### src/rtl/bem_pkg.sv
// Package for the button event remapper.
// Holds table size, stream widths and controller/datapath handshake types.
// No dependencies.
`default_nettype none
package bem_pkg;

  localparam int NUM_BUTTONS = 32;
  localparam int IDX_W       = (NUM_BUTTONS > 1) ? $clog2(NUM_BUTTONS) : 1;

  localparam int IN_DATA_W   = 264;
  localparam int OUT_DATA_W  = 264;

  localparam logic [1:0] KIND_KEY = 2'd0;
  localparam logic [1:0] KIND_PTR = 2'd1;

  localparam logic ACTION_REPORT = 1'b0;
  localparam logic ACTION_MAP    = 1'b1;

  localparam logic RESULT_KEY = 1'b0;
  localparam logic RESULT_PTR = 1'b1;

  typedef struct packed {
    logic write_entry;
    logic load_report;
    logic step;
    logic emit_ptr;
  } bem_cmd_t;

  typedef struct packed {
    logic out_busy;
    logic key_change;
    logic walk_done;
  } bem_status_t;

endpackage
`default_nettype wire

### src/rtl/bem_ctrl.sv
// Controller of the button event remapper: idle, button walk, pointer result.
// Depends on bem_pkg; drives commands into bem_datapath.
`default_nettype none
module bem_ctrl
  import bem_pkg::*;
(
  input  wire logic        clk,
  input  wire logic        rst,
  input  wire logic        in_valid,
  input  wire logic        in_action,
  output logic             in_ready,
  input  wire bem_status_t status,
  output bem_cmd_t         cmd
);

  localparam logic [1:0] ST_IDLE = 2'd0;
  localparam logic [1:0] ST_WALK = 2'd1;
  localparam logic [1:0] ST_PTR  = 2'd2;

  logic [1:0] state;
  logic [1:0] state_next;
  logic       accept;

  assign in_ready = (state == ST_IDLE);
  assign accept   = in_valid && in_ready;

  always_comb begin
    state_next       = state;
    cmd              = '0;
    cmd.write_entry  = accept && (in_action == ACTION_MAP);
    cmd.load_report  = accept && (in_action == ACTION_REPORT);
    unique case (state)
      ST_IDLE: begin
        if (cmd.load_report) state_next = ST_WALK;
      end
      ST_WALK: begin
        cmd.step = !(status.key_change && status.out_busy);
        if (cmd.step && status.walk_done) state_next = ST_PTR;
      end
      ST_PTR: begin
        cmd.emit_ptr = !status.out_busy;
        if (cmd.emit_ptr) state_next = ST_IDLE;
      end
      default: state_next = ST_IDLE;
    endcase
  end

  always_ff @(posedge clk) begin
    if (rst) begin
      state <= ST_IDLE;
    end else begin
      state <= state_next;
    end
  end

endmodule
`default_nettype wire

### src/rtl/bem_datapath.sv
// Datapath of the button event remapper: map table, report registers,
// walk index, resultant mask accumulator and output register. Uses bem_pkg.
`default_nettype none
module bem_datapath
  import bem_pkg::*;
(
  input  wire logic                  clk,
  input  wire logic                  rst,
  input  wire bem_cmd_t              cmd,
  output bem_status_t                status,
  input  wire logic [IN_DATA_W-1:0]  in_data,
  output logic                       out_valid,
  input  wire logic                  out_ready,
  output logic [OUT_DATA_W-1:0]      out_data,
  output logic                       out_kind,
  output logic                       out_last
);

  logic [1:0]  map_kind  [NUM_BUTTONS];
  logic [15:0] map_page  [NUM_BUTTONS];
  logic [15:0] map_usage [NUM_BUTTONS];
  logic [31:0] map_mask  [NUM_BUTTONS];

  logic [31:0] prev_raw;
  logic [31:0] prev_result;
  logic [31:0] raw;
  logic [31:0] delta;
  logic [31:0] acc;
  logic [31:0] move_x;
  logic [31:0] move_y;
  logic [31:0] move_z;
  logic [63:0] stamp;
  logic [IDX_W-1:0] idx;

  logic [4:0]  entry_index;
  logic [1:0]  entry_kind;
  logic        entry_ok;
  logic [IDX_W-1:0] widx;
  logic        changed;
  logic        down;
  logic        key_emit;

  assign entry_index = in_data[196:192];
  assign entry_kind  = in_data[198:197];
  assign entry_ok    = ({1'b0, entry_index} < 6'(NUM_BUTTONS));
  assign widx        = entry_index[IDX_W-1:0];

  assign changed  = delta[idx];
  assign down     = raw[idx];
  assign key_emit = changed && (map_kind[idx] == KIND_KEY);

  assign status.out_busy   = out_valid && !out_ready;
  assign status.key_change = key_emit;
  assign status.walk_done  = (idx == IDX_W'(NUM_BUTTONS - 1));

  always_ff @(posedge clk) begin
    if (rst) begin
      for (int i = 0; i < NUM_BUTTONS; i++) begin
        map_kind[i]  <= KIND_PTR;
        map_page[i]  <= '0;
        map_usage[i] <= '0;
        map_mask[i]  <= 32'(1) << i;
      end
    end else if (cmd.write_entry && entry_ok) begin
      map_kind[widx] <= entry_kind;
      if (entry_kind == KIND_KEY) begin
        map_page[widx]  <= in_data[214:199];
        map_usage[widx] <= in_data[230:215];
      end else if (entry_kind == KIND_PTR) begin
        map_mask[widx] <= in_data[262:231];
      end
    end
  end

  always_ff @(posedge clk) begin
    if (rst) begin
      prev_raw    <= '0;
      prev_result <= '0;
    end else begin
      if (cmd.load_report) prev_raw <= in_data[31:0];
      if (cmd.emit_ptr) prev_result <= acc;
    end
  end

  always_ff @(posedge clk) begin
    if (cmd.load_report) begin
      raw    <= in_data[31:0];
      delta  <= in_data[31:0] ^ prev_raw;
      move_x <= in_data[63:32];
      move_y <= in_data[95:64];
      move_z <= in_data[127:96];
      stamp  <= in_data[191:128];
      acc    <= prev_result;
      idx    <= '0;
    end else if (cmd.step) begin
      if (changed && (map_kind[idx] == KIND_PTR)) begin
        acc <= down ? (acc | map_mask[idx]) : (acc & ~map_mask[idx]);
      end
      idx <= idx + IDX_W'(1);
    end
  end

  always_ff @(posedge clk) begin
    if (rst) begin
      out_valid <= 1'b0;
    end else if ((cmd.step && key_emit) || cmd.emit_ptr) begin
      out_valid <= 1'b1;
    end else if (out_ready) begin
      out_valid <= 1'b0;
    end
  end

  always_ff @(posedge clk) begin
    if (cmd.step && key_emit) begin
      out_kind <= RESULT_KEY;
      out_last <= 1'b0;
      out_data <= {7'd0, 32'd0, 32'd0, 32'd0, 32'd0, 32'd0, down,
                   map_usage[idx], map_page[idx], stamp};
    end else if (cmd.emit_ptr) begin
      out_kind <= RESULT_PTR;
      out_last <= 1'b1;
      out_data <= {7'd0, prev_result, acc, move_z, move_y, move_x, 1'b0,
                   16'd0, 16'd0, stamp};
    end
  end

endmodule
`default_nettype wire

### src/rtl/button_event_remapper.sv
// Button event remapper top level: remaps pointer buttons through a table.
// A map write is accepted in the idle state and updates the table. A report walks
// NUM_BUTTONS buttons, one per cycle while no key result is held by a busy output,
// registering each key result as its button is reached, and then the pointer result.
// The next item is not accepted until the pointer result is registered for output.
// Reset: synchronous; table returns to identity pointer masks, masks clear.
`default_nettype none
module button_event_remapper
  import bem_pkg::*;
(
  input  wire logic                  clk,
  input  wire logic                  rst,
  input  wire logic                  s_axis_tvalid,
  output logic                       s_axis_tready,
  // raw_buttons, move_x, move_y, move_z, stamp, entry_index, entry_kind,
  // entry_page, entry_usage, entry_mask, zero pad
  input  wire logic [IN_DATA_W-1:0]  s_axis_tdata,
  // action
  input  wire logic                  s_axis_tuser,
  output logic                       m_axis_tvalid,
  input  wire logic                  m_axis_tready,
  // out_stamp, key_page, key_usage, key_down, out_x, out_y, out_z,
  // new_buttons, old_buttons, zero pad
  output logic [OUT_DATA_W-1:0]      m_axis_tdata,
  // result_kind
  output logic                       m_axis_tuser,
  output logic                       m_axis_tlast
);

  bem_cmd_t    cmd;
  bem_status_t status;

  bem_ctrl u_ctrl (
    .clk       (clk),
    .rst       (rst),
    .in_valid  (s_axis_tvalid),
    .in_action (s_axis_tuser),
    .in_ready  (s_axis_tready),
    .status    (status),
    .cmd       (cmd)
  );

  bem_datapath u_datapath (
    .clk       (clk),
    .rst       (rst),
    .cmd       (cmd),
    .status    (status),
    .in_data   (s_axis_tdata),
    .out_valid (m_axis_tvalid),
    .out_ready (m_axis_tready),
    .out_data  (m_axis_tdata),
    .out_kind  (m_axis_tuser),
    .out_last  (m_axis_tlast)
  );

endmodule
`default_nettype wire

### config.mk
export PLATFORM = sky130hd
export DESIGN_NAME = button_event_remapper
export DESIGN_NICKNAME = d
export VERILOG_FILES = /design/src/rtl/bem_pkg.sv /design/src/rtl/bem_ctrl.sv /design/src/rtl/bem_datapath.sv /design/src/rtl/button_event_remapper.sv
export SDC_FILE = /design/constraint.sdc
export NUM_CORES = 2
export LEC_CHECK = 0
export BUFFER_PORTS_ARGS = -buffer_cell sky130_fd_sc_hd__buf_2
export CAP_MARGIN = 20
export CORE_MARGIN = 2
export CORE_UTILIZATION = 30
export DETAILED_ROUTE_END_ITERATION = 10
export HOLD_SLACK_MARGIN = 0.15
export PLACE_DENSITY_LB_ADDON = 0.12
export SETUP_SLACK_MARGIN = 0.05
export SKIP_CTS_REPAIR_TIMING = 1
export SYNTH_ARGS = -nofsm -noshare
export SYNTH_HDL_FRONTEND = slang
export SYNTH_SLANG_ARGS = --single-unit
### constraint.sdc
create_clock -name clk -period 10.35 [get_ports clk]
set_input_delay 1.035 -clock clk [delete_from_list [all_inputs] [get_ports clk]]
set_output_delay 1.035 -clock clk [all_outputs]
set_load 0.05 [all_outputs]
==> flow_results.org <==
** Clocking
- CTS Root Cell :: clkbuf_16
- Clock tree synthesis inserted a total of 321 buffers.
- The clock tree synthesis step divided the H-tree into 5 levels.
- The clock reaches the later pin of the worst-skew pair after 0.94 ns.
- The tree built by TritonCTS fans out to 2703 sinks.
- Maximum buffer depth of the clock tree :: 4
- CTS clk-pin slew, worst paths :: 0.06 ns
- TritonCTS built the clock tree.

** Timing
- Clock skew on the completed layout was measured at 0.0779 ns.
- Share of the clock period used by the worst path :: 52.3%
- Final slew viol count :: 0
- Number of failing hold endpoints at the final stage :: 0
- Setup repair after global routing missed its margin :: no
- Adding up every negative setup slack in the final design gives 0 ns.
- Setup violations remaining at the end of the flow were counted as 0.
- Rel. slew slack :: 25.2%
- On the final layout, the worst hold slack is 0.306 ns.
- Min cycle time layout :: 5.41 ns
- Based on the critical path, the design can be clocked at up to 0.185 GHz.
- Slew @ Worst Pin :: 1.12 ns

** Pwr
- Clock network fraction of design power :: 38.6%
- Summed over all cells, the static leakage comes to 47.4 nW.
- Combinational share of power :: 16.9%
- Int Pwr :: 20.3 mW
- Switching power total :: 7.58 mW
- Of the total power, the share spent switching nets is 27.2%.
- Power Density :: 208 mW/mm^2
- Part of the total power dissipated in sequential elements :: 44.5%
- Maximum ir drop on the vdd rail :: 0.000170 V

** Placed design
- Placer Congestion :: 0.762
- Count of port buffers added during placement :: 528
- Number of cells in the design after placement :: 12500
- Placed wire-length estimate :: 217 mm

** Yosys
- Proportion of netlist area held by the largest area contributor :: 63.8%
- In the synthesized netlist the dominant register cell turns out to be edfxtp_1.
- In this run the mean area of a mapped cell was 15.7 um^2.
- For this run, asynchronously set or reset flops after synthesis account for 0%.
- Leading cell types by total area after synthesis :: edfxtp_1 64%, mux4_2 13%, and2_1 11%
- In this run, synthesis inferred 2465 flip-flops with an integrated enable.
- Synthesis produced a netlist whose cell count is 7391.
- Sequential cells were found to cover 67.9% of the synthesized design area.
- Cell area after synthesis :: 0.116 mm^2
- Summed over all instances, the cell type with the most area after synthesis is edfxtp_1.
- Number of unique standard cell types used by synthesis :: 51
- Yosys warnings :: 0
- Flip-flop and latch count after synthesis :: 2703

** GRT
- Global-route wire length before repair :: 519 mm
- The initial antenna violation count is 90.
- The total overflow left after global routing is 0.
- Global routing consumed, over all layers together, 18.7% of the routing resources.
- The number of global-route vias before repair is 65700.
- Entering global routing, the biggest net connects 163 pins.

** Layout
- Summing all multi-input logic gate instances after layout gives 0.0348 mm^2.
- In the layout the commonest cells are 2465 x edfxtp_1, 2017 x and2_1, 659 x mux4_2, 527 x buf_2, 499 x nand2_1.
- Ratio of cells with drive above 1 in the final layout :: 25.1%
- The sequential cells in the finished layout cover a total of 0.0788 mm^2.
- Number of nets in the finished design :: 8025
- The library cell used most frequently in the layout, excluding fill and tap cells, is edfxtp_1.
- Number of cells in the finished layout apart from fillers :: 13100
- Final-layout fill cell count :: 36800
- Area added between synthesis and finish :: 15.6%

** Routing
- Final ANT Viol Nets :: 0
- Starting DRC count in detailed routing :: 5790
- Across all layers, the routed design uses 63500 vias.
- The first detailed-routing pass took 5 iterations.
- Drt total wl :: 373 mm
- Via density :: 4.85
- After detailed routing, the number of remaining DRC violations is 0.
- Dividing the detail-routed wire length by the instance count gives 28.4 um.

** Worst setup path
- Start-to-end type of the worst setup path :: flop to flop
- For the worst setup path, the data arrival time is 6.11 ns.
- STA puts the critical path data required time at 11.05 ns.
- Along the worst path, the maximum fanout reaches 79.
- STA classifies the critical path startpoint as a flop.
- The worst setup path is captured at a flop.

** Die
- The floorplan has 228 rows.
- Die ar. :: 0.392 mm^2
- Die height :: 626 um
- Starting utilization of the core area :: 30.1%
- Die Span X :: 626 um
- Core box area :: 0.385 mm^2
- For this design the top-level I/O count stands at 537.

** Worst hold path
- The worst hold path belongs to the class input pin to flop.

** Status
- Result of the run :: complete, no violations

** Flow run
- Number of maximum-capacitance violations :: 0
==> power by group through the flow <==
| stage | Combinational [mW] | Sequential [mW] | Clock (mW) |
|---|---|---|---|
| after floorplan | 3.05 | 12.6 | 0 |
| after global placement | 4.85 | 12.6 | 0 |
| after detailed placement | 4.85 | 12.6 | 0 |
| after CTS | 4.86 | 12.4 | 11.1 |
| after global routing | 4.99 | 12.4 | 11.4 |
| final | 4.72 | 12.4 | 10.8 |
==> cells by family after synthesis <==
kind of cell / synth area share (%)
muxes: 13.7
xor gates and xnor gates: 0.242
buffers and inverters: 2.44
adders and majority gates: 0.0216
and+or+nand+nor: 14.3
DFF: 67.9
AOI/OAI and AO/OA: 1.34
other: 0.00323
==> critical path: stages (launching register included) <==
cell and delay (ns):
dfxtp_4 0.62, buf_4 0.73, buf_12 0.65, buf_4 0.75, mux4_2 0.60, mux4_2 0.58, mux2i_1 0.79, or3b_2 0.25
nand2_1 0.05
==> per-layer routing <==
metal / share of wire, % / vias up / wire length, um / track usage, %
li1: - / 27700 / - / -
met1: 43 / 33500 / 160000 / 25.0
met2: 49 / 1881 / 181000 / 31.4
met3: 5.9 / 484 / 22000 / 3.15
met4: 2.6 / 16 / 9850 / 4.98
met5: 0.030 / - / 110 / 0
==> through the flow <==
stage          setup slack [ns]  power, mW  utilization (%)  area (um^2)
4_1_cts                    4.68       28.3             34.8       134000
6_report                   4.94       27.9             34.8       134000
2_1_floorplan              1.44       15.6                -       116000
3_3_place_gp               4.36       17.5             32.2       124000
5_1_grt                    4.60       28.9             34.8       134000
3_5_place_dp               4.32       17.5             32.2       124000
==> cell usage after synthesis, types with 14 or more instances <==
master	number
clkbuf_1	564
o21ai_0	33
buf_4	14
mux2i_1	89
edfxtp_1	2465
buf_1	17
a21oi_1	196
xor2_1	32
o31ai_1	32
mux4_2	659
dfxtp_1	238
or2_2	99
nand2b_1	35
nand2_1	502
nor2_1	142
or3_1	32
inv_1	38
buf_2	76
and2_1	2018
or3b_2	31
==> worst paths after layout <==
check                                 startpoint                                 to  slack (ns)  depth (start not counted)
setup / recovery                            flop                               flop        4.94                          8
hold / removal                 s_axis_tdata[119]    u_datapath.move_z[23]$_DFFE_PP_        0.31                          1
setup reg to reg                            flop                               flop        4.94                          8
hold reg to reg   u_datapath.stamp[54]$_DFFE_PP_  u_datapath.out_data[54]$_DFFE_PP_        0.41                          0
==> registers in the layout, summed over array words and instances, names as in the netlist, 64 cells and up, named ones only <==
signal                flops
u_datapath.map_page     512
u_datapath.out_data     257
u_datapath.map_kind      64
u_datapath.map_usage    512
u_datapath.stamp         64
u_datapath.map_mask    1024
==> layout make-up <==
class | instances | area share, %
multi-input combinational | 3983 | 26.0
timing repair buffer | 706 | 3.05
inverter | 39 | 0.115
sequential | 2703 | 58.8
tap | 5060 | 4.72
clock buffer | 415 | 6.39
antenna | 35 | 0.0653
clock inverter | 165 | 0.929
Power figures use the tool's default switching activity.
